### src/rtl/gbm_pkg.sv
`timescale 1ns / 1ps
`default_nettype none
// ----------------------------------------------------------------------------
// GBM log-Euler package
// Shared payload types, register indexes and fixed-point constants of the
// log-Euler path stepper.
// ----------------------------------------------------------------------------
package gbm_pkg;

	// Input item: Brownian increment (Q4.12) and path start flag
	typedef struct packed {
		logic signed [15:0] increment;
		logic               path_start;
	} in_item_t;

	// Result item: price (Q16.16), log price (Q8.24), saturation flag
	typedef struct packed {
		logic [31:0]        price;
		logic signed [31:0] log_price;
		logic               overflowed;
	} out_item_t;

	// Configuration register file
	typedef struct packed {
		logic signed [31:0] drift_per_step;
		logic [15:0]        volatility;
		logic signed [31:0] log_start_price;
	} cfg_regs_t;

	// Register indexes
	localparam logic [1:0] CFG_DRIFT      = 2'd0;
	localparam logic [1:0] CFG_VOLATILITY = 2'd1;
	localparam logic [1:0] CFG_LOG_START  = 2'd2;

	// log2(e) in Q2.30
	localparam logic [31:0] LOG2E_Q30 = 32'd1549082005;
	// 1.0 in Q1.30
	localparam logic [30:0] ONE_Q30 = 31'd1073741824;
	// Highest-order Taylor coefficient of 2^f, seeds the Horner chain
	localparam logic [30:0] EXP2_SEED = 31'd109;
	// Index of the final Horner pass, which adds 1.0
	localparam logic [3:0] POLY_LAST = 4'd8;

	// Coefficient added on Horner pass idx: descending powers, then 1.0
	function automatic logic [30:0] horner_coef(input logic [3:0] idx);
		logic [30:0] c;
		unique case (idx)
			4'd0:    c = 31'd1419;
			4'd1:    c = 31'd16377;
			4'd2:    c = 31'd165394;
			4'd3:    c = 31'd1431680;
			4'd4:    c = 31'd10327387;
			4'd5:    c = 31'd59597083;
			4'd6:    c = 31'd257941248;
			4'd7:    c = 31'd744261118;
			default: c = ONE_Q30;
		endcase
		return c;
	endfunction

endpackage
`default_nettype wire

### src/rtl/gbm_front.sv
`timescale 1ns / 1ps
`default_nettype none
// ----------------------------------------------------------------------------
// GBM front end
// Takes input items, reloads or advances the log-price accumulator and
// pushes the new log price toward the exponential back end.
// ----------------------------------------------------------------------------
module gbm_front import gbm_pkg::*; (
	input  wire logic               clk,
	input  wire logic               arst_n,
	input  wire cfg_regs_t          cfg,
	input  wire logic               in_valid,
	output logic                    in_stall,
	input  wire in_item_t           in_data,
	input  wire logic               q_full,
	output logic                    q_push,
	output logic signed [31:0]      q_wdata
);

	logic signed [31:0] acc_q;
	logic signed [31:0] acc_base;
	logic signed [32:0] diffusion;
	logic               accept;

	// Hold off new items while the queue has no room
	assign in_stall = q_full;
	assign accept   = in_valid && !in_stall;

	// Volatility times increment is exact in Q8.24
	assign diffusion = $signed({1'b0, cfg.volatility}) * in_data.increment;
	assign acc_base  = in_data.path_start ? cfg.log_start_price : acc_q;
	assign q_wdata   = acc_base + cfg.drift_per_step + diffusion[31:0];
	assign q_push    = accept;

	// Advance the accumulator on every transfer
	always_ff @(posedge clk or negedge arst_n) begin
		if (!arst_n) begin
			acc_q <= '0;
		end else if (accept) begin
			acc_q <= q_wdata;
		end
	end

endmodule
`default_nettype wire

### src/rtl/gbm_queue.sv
`timescale 1ns / 1ps
`default_nettype none
// ----------------------------------------------------------------------------
// GBM log-price queue
// Small FIFO of log prices between the accumulator and the exp sequencer.
// ----------------------------------------------------------------------------
module gbm_queue import gbm_pkg::*; #(
	parameter int DEPTH = 4
) (
	input  wire logic               clk,
	input  wire logic               arst_n,
	input  wire logic               push,
	input  wire logic signed [31:0] wdata,
	output logic                    full,
	input  wire logic               pop,
	output logic signed [31:0]      rdata,
	output logic                    empty
);

	localparam int PW = (DEPTH > 1) ? $clog2(DEPTH) : 1;
	localparam int CW = $clog2(DEPTH + 1);
	localparam logic [PW-1:0] PTR_LAST = PW'(DEPTH - 1);
	localparam logic [CW-1:0] CNT_FULL = CW'(DEPTH);

	logic signed [31:0] mem_q [DEPTH];
	logic [PW-1:0]      wr_ptr_q;
	logic [PW-1:0]      rd_ptr_q;
	logic [CW-1:0]      count_q;

	assign full  = (count_q == CNT_FULL);
	assign empty = (count_q == '0);
	assign rdata = mem_q[rd_ptr_q];

	// Store entries
	always_ff @(posedge clk) begin
		if (push) begin
			mem_q[wr_ptr_q] <= wdata;
		end
	end

	// Advance pointers and track fill level
	always_ff @(posedge clk or negedge arst_n) begin
		if (!arst_n) begin
			wr_ptr_q <= '0;
			rd_ptr_q <= '0;
			count_q  <= '0;
		end else begin
			if (push) begin
				wr_ptr_q <= (wr_ptr_q == PTR_LAST) ? '0 : wr_ptr_q + 1'b1;
			end
			if (pop) begin
				rd_ptr_q <= (rd_ptr_q == PTR_LAST) ? '0 : rd_ptr_q + 1'b1;
			end
			if (push && !pop) begin
				count_q <= count_q + 1'b1;
			end else if (pop && !push) begin
				count_q <= count_q - 1'b1;
			end
		end
	end

	a_no_overrun: assert property (@(posedge clk) disable iff (!arst_n)
		full |-> !push)
		else $error("queue written while full");
	a_no_underrun: assert property (@(posedge clk) disable iff (!arst_n)
		empty |-> !pop)
		else $error("queue read while empty");
	a_count_bound: assert property (@(posedge clk) disable iff (!arst_n)
		count_q <= CNT_FULL)
		else $error("queue fill level out of range");

endmodule
`default_nettype wire

### src/rtl/gbm_exp_back.sv
`timescale 1ns / 1ps
`default_nettype none
// ----------------------------------------------------------------------------
// GBM exponential back end
// Turns one log price at a time into a saturating Q16.16 price: scale by
// log2(e), evaluate 2^frac with a shared multiplier over nine Horner passes,
// then shift by the integer part with rounding.
// ----------------------------------------------------------------------------
module gbm_exp_back import gbm_pkg::*; (
	input  wire logic               clk,
	input  wire logic               arst_n,
	input  wire logic               q_empty,
	input  wire logic signed [31:0] q_rdata,
	output logic                    q_pop,
	output logic                    out_valid,
	input  wire logic               out_stall,
	output out_item_t               out_data
);

	typedef enum logic [1:0] {ST_IDLE, ST_LOG2, ST_POLY, ST_SCALE} state_t;

	state_t             state_q;
	logic signed [31:0] x_q;
	logic signed [32:0] y_q;
	logic [30:0]        acc_q;
	logic [3:0]         step_q;
	logic               out_valid_q;
	out_item_t          out_data_q;

	logic signed [63:0] log2_prod;
	logic [29:0]        u;
	logic [60:0]        poly_prod;
	logic [31:0]        poly_sum;
	logic signed [9:0]  sh;
	logic [4:0]         rsh;
	logic [32:0]        left_val;
	logic [31:0]        rounded;
	logic [31:0]        price;
	logic               ovf;
	logic               out_free;
	logic               res_load;

	assign q_pop    = (state_q == ST_IDLE) && !q_empty;
	assign out_free = !out_valid_q || !out_stall;
	assign res_load = (state_q == ST_SCALE) && out_free;

	// Scale log price by log2(e): y = floor(x * log2e / 2^30) in Q.24
	assign log2_prod = x_q * $signed({1'b0, LOG2E_Q30});

	// One Horner pass on the fraction in Q0.30
	assign u         = {y_q[23:0], 6'b0};
	assign poly_prod = acc_q * u;
	assign poly_sum  = {1'b0, horner_coef(step_q)} + {1'b0, poly_prod[60:30]};

	// Shift mantissa by k - 14, saturate above, round half up below
	assign sh       = $signed({y_q[32], y_q[32:24]}) - 10'sd14;
	assign rsh      = 5'(-sh);
	assign left_val = {2'b0, acc_q} << sh[0];
	assign rounded  = ({1'b0, acc_q} + (32'd1 << (rsh - 5'd1))) >> rsh;

	always_comb begin
		price = '0;
		ovf   = 1'b0;
		priority if (sh >= 10'sd2) begin
			price = '1;
			ovf   = 1'b1;
		end else if (sh >= 10'sd0) begin
			if (left_val[32]) begin
				price = '1;
				ovf   = 1'b1;
			end else begin
				price = left_val[31:0];
			end
		end else if (sh <= -10'sd31) begin
			price = '0;
		end else begin
			price = rounded;
		end
	end

	// Sequencer and result register
	always_ff @(posedge clk or negedge arst_n) begin
		if (!arst_n) begin
			state_q     <= ST_IDLE;
			out_valid_q <= 1'b0;
			step_q      <= '0;
			x_q         <= '0;
			y_q         <= '0;
			acc_q       <= '0;
			out_data_q  <= '0;
		end else begin
			// Raise the result on a load, drop it once transferred
			if (res_load) begin
				out_valid_q <= 1'b1;
			end else if (!out_stall) begin
				out_valid_q <= 1'b0;
			end
			unique case (state_q)
				ST_IDLE: begin
					if (q_pop) begin
						x_q     <= q_rdata;
						state_q <= ST_LOG2;
					end
				end
				ST_LOG2: begin
					y_q     <= log2_prod[62:30];
					acc_q   <= EXP2_SEED;
					step_q  <= '0;
					state_q <= ST_POLY;
				end
				ST_POLY: begin
					acc_q <= poly_sum[30:0];
					if (step_q == POLY_LAST) begin
						state_q <= ST_SCALE;
					end else begin
						step_q <= step_q + 1'b1;
					end
				end
				ST_SCALE: begin
					if (out_free) begin
						out_data_q.price      <= price;
						out_data_q.log_price  <= x_q;
						out_data_q.overflowed <= ovf;
						state_q               <= ST_IDLE;
					end
				end
				default: state_q <= ST_IDLE;
			endcase
		end
	end

	assign out_valid = out_valid_q;
	assign out_data  = out_data_q;

	a_poly_bound: assert property (@(posedge clk) disable iff (!arst_n)
		(state_q == ST_POLY) |-> (step_q <= POLY_LAST))
		else $error("Horner pass count out of range");
	a_pop_only_idle: assert property (@(posedge clk) disable iff (!arst_n)
		q_pop |=> (state_q == ST_LOG2))
		else $error("pop did not start an exp sequence");
	a_result_after_scale: assert property (@(posedge clk) disable iff (!arst_n)
		$rose(out_valid_q) |-> ($past(state_q) == ST_SCALE))
		else $error("result raised outside the scale step");

endmodule
`default_nettype wire

### src/rtl/gbm_log_euler_path_step.sv
`timescale 1ns / 1ps
`default_nettype none
// ----------------------------------------------------------------------------
// GBM log-Euler path step
// Monte Carlo price path stepper: log-price accumulator plus fixed-point exp.
// ----------------------------------------------------------------------------
// Each input transfer adds drift plus volatility times the increment to the
// log price (reloaded from the start log price when path_start is set) and
// yields one result carrying the Q8.24 log price and its Q16.16 exponential.
// The accumulator takes one item per cycle while the queue has room and
// parks log prices in a QUEUE_DEPTH-entry queue; the exp sequencer behind it
// scales by log2(e) on its own multiplier and shares a second one across
// nine Horner passes, so it works on one log price at a time and pops no
// new one until its result is loaded. Configuration writes are always ready
// and must be made while no item is in flight.
// ----------------------------------------------------------------------------
module gbm_log_euler_path_step import gbm_pkg::*; #(
	parameter int QUEUE_DEPTH = 4
) (
	input  wire logic        clk,
	input  wire logic        arst_n,
	input  wire logic        in_valid,
	output logic             in_stall,
	input  wire in_item_t    in_data,
	output logic             out_valid,
	input  wire logic        out_stall,
	output out_item_t        out_data,
	input  wire logic        cfg_valid,
	output logic             cfg_ready,
	input  wire logic [1:0]  cfg_index,
	input  wire logic [31:0] cfg_data
);

	cfg_regs_t          cfg_q;
	logic               q_full;
	logic               q_push;
	logic signed [31:0] q_wdata;
	logic               q_pop;
	logic signed [31:0] q_rdata;
	logic               q_empty;

	assign cfg_ready = 1'b1;

	// Register writes; unused index drops the transfer
	always_ff @(posedge clk or negedge arst_n) begin
		if (!arst_n) begin
			cfg_q <= '0;
		end else if (cfg_valid && cfg_ready) begin
			unique case (cfg_index)
				CFG_DRIFT:      cfg_q.drift_per_step  <= cfg_data;
				CFG_VOLATILITY: cfg_q.volatility      <= cfg_data[15:0];
				CFG_LOG_START:  cfg_q.log_start_price <= cfg_data;
				default: ;
			endcase
		end
	end

	gbm_front u_front (
		.clk      (clk),
		.arst_n   (arst_n),
		.cfg      (cfg_q),
		.in_valid (in_valid),
		.in_stall (in_stall),
		.in_data  (in_data),
		.q_full   (q_full),
		.q_push   (q_push),
		.q_wdata  (q_wdata)
	);

	gbm_queue #(
		.DEPTH (QUEUE_DEPTH)
	) u_queue (
		.clk    (clk),
		.arst_n (arst_n),
		.push   (q_push),
		.wdata  (q_wdata),
		.full   (q_full),
		.pop    (q_pop),
		.rdata  (q_rdata),
		.empty  (q_empty)
	);

	gbm_exp_back u_back (
		.clk       (clk),
		.arst_n    (arst_n),
		.q_empty   (q_empty),
		.q_rdata   (q_rdata),
		.q_pop     (q_pop),
		.out_valid (out_valid),
		.out_stall (out_stall),
		.out_data  (out_data)
	);

endmodule
`default_nettype wire

### config.mk
export PLATFORM = sky130hd
export DESIGN_NAME = gbm_log_euler_path_step
export DESIGN_NICKNAME = d
export VERILOG_FILES = /design/src/rtl/gbm_pkg.sv /design/src/rtl/gbm_front.sv /design/src/rtl/gbm_queue.sv /design/src/rtl/gbm_exp_back.sv /design/src/rtl/gbm_log_euler_path_step.sv
export SDC_FILE = /design/constraint.sdc
export NUM_CORES = 2
export LEC_CHECK = 0
export ABC_AREA = 1
export BUFFER_PORTS_ARGS = -buffer_cell sky130_fd_sc_hd__buf_2
export CAP_MARGIN = 20
export CORE_AREA = 2 2 473 475
export DETAILED_ROUTE_END_ITERATION = 8
export DIE_AREA = 0 0 475 477
export GPL_TIMING_DRIVEN = 0
export PLACE_DENSITY_LB_ADDON = 0.12
export SLEW_MARGIN = 20
export SYNTH_ARGS = -nofsm -noshare
export SYNTH_HDL_FRONTEND = slang
export SYNTH_SLANG_ARGS = --single-unit
export TNS_END_PERCENT = 1
### constraint.sdc
create_clock -name clk -period 9.2 [get_ports clk]
set_clock_uncertainty 0.05 [all_clocks]
set_input_delay 0.46 -clock clk [delete_from_list [all_inputs] [get_ports clk]]
set_output_delay 0.46 -clock clk [all_outputs]
set_load 0.05 [all_outputs]
==> impl_metrics.env <==
export IMPL_crit_type="flop to flop"
export IMPL_dr_pass1_iters=5
export IMPL_fp_dieArea_um2=227000
export IMPL_synth_compound_area_share_pct=6.89
export IMPL_place_congestion=0.934
export IMPL_die_h_um=477
export IMPL_cp_required_ns=9.70
export IMPL_dp_cells=12600
export IMPL_areaGrowthSynthToFinish_pct=9.60
export IMPL_ys_types=67
export IMPL_grt_overflow_total=0
export IMPL_routed_via_count=62100
export IMPL_port_buffers=107
export IMPL_place_area_um2=81600
export IMPL_die_w_um=475
export IMPL_tightest_slew_ns=1.05
export IMPL_cp_top_family="adder cells"
export IMPL_max_freq_ghz=0.113
export IMPL_synth_top_family_by_area="adder cells"
export IMPL_clk_latency_ns=0.75
export IMPL_synth_avg_cell_area_um2=8.07
export IMPL_cp_arrival_ns=9.31
export IMPL_std_cell_rows=173
export IMPL_max_slew_margin_pct=29.6
export IMPL_cp_slowest_cell="fa_1"
export IMPL_yosysMostFrequentCell="inv_1"
export IMPL_finalNonFillerCells=12800
export IMPL_synth_area_leaders="fa_1, inv_1, ha_1"
export IMPL_wire_per_inst_um=21.7
export IMPL_start_kind="flop"
export IMPL_synth_adder_area_share_pct=47.2
export IMPL_clk_path_buf_depth=3
export IMPL_synth_area_um2=77000
export IMPL_yosysSeqAreaShare_pct=14.3
export IMPL_syn_instance_count=9539
export IMPL_cp_max_fo=10
export IMPL_syn_nets=11700
export IMPL_hpwl_um=234000
export IMPL_cap_violations=0
export IMPL_grt_pass1_vias=66000
export IMPL_end_kind="flop"
export IMPL_core_area_um2=221000
export IMPL_antenna_left=0
export IMPL_drt_iter0_markers=4214
export IMPL_yosys_most_used_dff="dfrtp_1"
export IMPL_fin_crit_sh_pct=95.8
export IMPL_drc=0
export IMPL_fillCellCount=23300
export IMPL_clkSinkCount=415
export IMPL_ys_warn_count=0
export IMPL_slew_viol_final=0
export IMPL_synth_xor_area_share_pct=1.45
export IMPL_synth_simple_gate_area_share_pct=15.6
export IMPL_cts_root_buf="clkbuf_16"
export IMPL_synth_commonest_cells="inv_1, nand2_1, fa_1, ha_1, nor2_1"
export IMPL_layout_nets=11900
export IMPL_status="finished, final reports clean"
export IMPL_vias_per_cell=4.86
export IMPL_grt_pass1_wl_um=418000
export IMPL_synth_top_area_share_pct=34.8
export IMPL_synthArstFlopShare_pct=69.2
export IMPL_grt_util_all_layers_pct=24.7
export IMPL_synth_area_mux_share_pct=0.133
export IMPL_fin_area_um2=84400
export IMPL_rsz0062_at_grt="yes"
export IMPL_drive_gt1_share_pct=5.24
export IMPL_antenna_found_initial=11
export IMPL_io_pins=124
export IMPL_finalWirelength_um=276000
export IMPL_setup_viol_count_final=0
export IMPL_period_needed_ns=8.82
export IMPL_synth_edf_count=128
export IMPL_hold_class="input pin to flop"
export IMPL_cts_tree="done"
export IMPL_ys_seq_elements=415
export IMPL_crit_buf_inv=9
export IMPL_initial_utilization_pct=34.8
export IMPL_slowest_delay_ns=0.64
export IMPL_final_hold_viol_count=0
export IMPL_path_clk_slew_ns=0.06
export IMPL_yosysTopAreaCell="fa_1"
export IMPL_numCtsBuffers=55
export IMPL_grt_max_degree=90
export IMPL_htreeDepth=2
-- repair_timing --
item	4_1_cts	5_1_grt
pin swaps	0	3
resized for setup	130	346
hold buffers	19	0
endpoints found under the hold margin	108	0
endpoints found under the setup margin	25	20
setup buffers	0	5
-- metrics by stage --
| stage | TNS (ns) | hold slack [ns] | setup WS (ns) | utilization [%] |
|---|---|---|---|---|
| global route | -0.0342 | 0.0624 | -0.0193 | 38.1 |
| floorplan | 0 | 0.114 | 1.30 | - |
| detailed placement | -16.81 | 0.367 | -1.01 | 36.9 |
| finish | 0 | 0.0765 | 0.383 | 38.1 |
| global placement | -20.39 | 0.418 | -0.982 | 36.7 |
| CTS | -0.0490 | 0.00532 | -0.0490 | 37.9 |
-- path summary, 6_finish.rpt --
| path | depth (start not counted) | slack [ns] | endpoint | from |
|---|---|---|---|---|
| max | 35 | 0.38 | u_back.acc_q[25]$_DFFE_PN0P_ | u_back.acc_q[30]$_DFFE_PN0P_ |
| min | 3 | 0.08 | cfg_q[49]$_DFFE_PN0P_ | cfg_data[1] |
| max reg2reg | 35 | 0.38 | u_back.acc_q[25]$_DFFE_PN0P_ | u_back.acc_q[30]$_DFFE_PN0P_ |
| min reg2reg | 2 | 0.43 | u_back.out_data[12]$_DFFE_PN0P_ | u_back.out_data[12]$_DFFE_PN0P_ |
| max in group asynchronous | 4 | 7.56 | u_back.acc_q[13]$_DFFE_PN0P_ | arst_n |
| min in group asynchronous | 2 | 0.17 | cfg_q[16]$_DFFE_PN0P_ | arst_n |
-- layer usage --
| layer | routed length (µm) | vias to the layer above | global-route usage [%] |
|---|---|---|---|
| li1 | - | 28800 | - |
| met1 | 124000 | 31300 | 34.0 |
| met2 | 130000 | 1594 | 41.3 |
| met3 | 13800 | 316 | 2.44 |
| met4 | 8780 | 2 | 6.40 |
| met5 | 13 | - | 0 |
-- area by class of cell --
class	instances	area (µm²)	share of cell area, %
clock inverters	33	458	0.542
plain buffers	356	1890	2.24
well taps	2975	3720	4.41
diodes	1	2.50	0.00296
repair buffers	142	1040	1.24
inverters	2573	9670	11.5
flip-flops and latches	415	11100	13.1
clock buffers	70	1500	1.78
multi-input cells	6195	55100	65.2
-- worst register-to-register path: cells and delay by family (launching register included) --
kind                       cells  cell delay, ns
and+or+nand+nor                4            0.45
buffers and inverters          9            1.23
adders and majority gates      9            4.26
AOI/OAI and AO/OA             12            2.07
DFF                            1            0.36
xor gates and xnor gates       1            0.23
-- layout by cell type, fill, tap and decap left out, drive strengths merged, types with 48 or more instances in the layout --
master and count:
fa 1338, ha 766, a21oi 342, clkbuf 333, edfxtp 128, inv 2574, nand3 335, dfrtp 287
nor2 498, o21ai 447, xor2 77, a31oi 48, buf 216, nand2 2019
-- flip-flops by register name, indices dropped and copies added, names as in the netlist --
| signal | count |
|---|---|
| u_queue.count_q | 3 |
| u_front.acc_q | 32 |
| u_back.out_valid | 1 |
| u_back.acc_q | 31 |
| u_queue.mem_q | 128 |
| u_back.step_q | 4 |
| u_back.out_data | 65 |
| u_back.x_q | 32 |
| u_queue.wr_ptr_q | 2 |
| u_back.state_q | 2 |
| cfg_q | 80 |
| u_queue.rd_ptr_q | 2 |
| u_back.y_q | 33 |
-- kinds of logic after synthesis --
family,count (synthesis)
xor+xnor,123
fa+ha+maj,2104
compound gates,969
mux,10
other cells,1
flops,415
simple gates,2988
buf+inv,2929
Power is not shown: default switching activity piles up to over one toggle a cycle in this logic, so the estimate is an artifact.
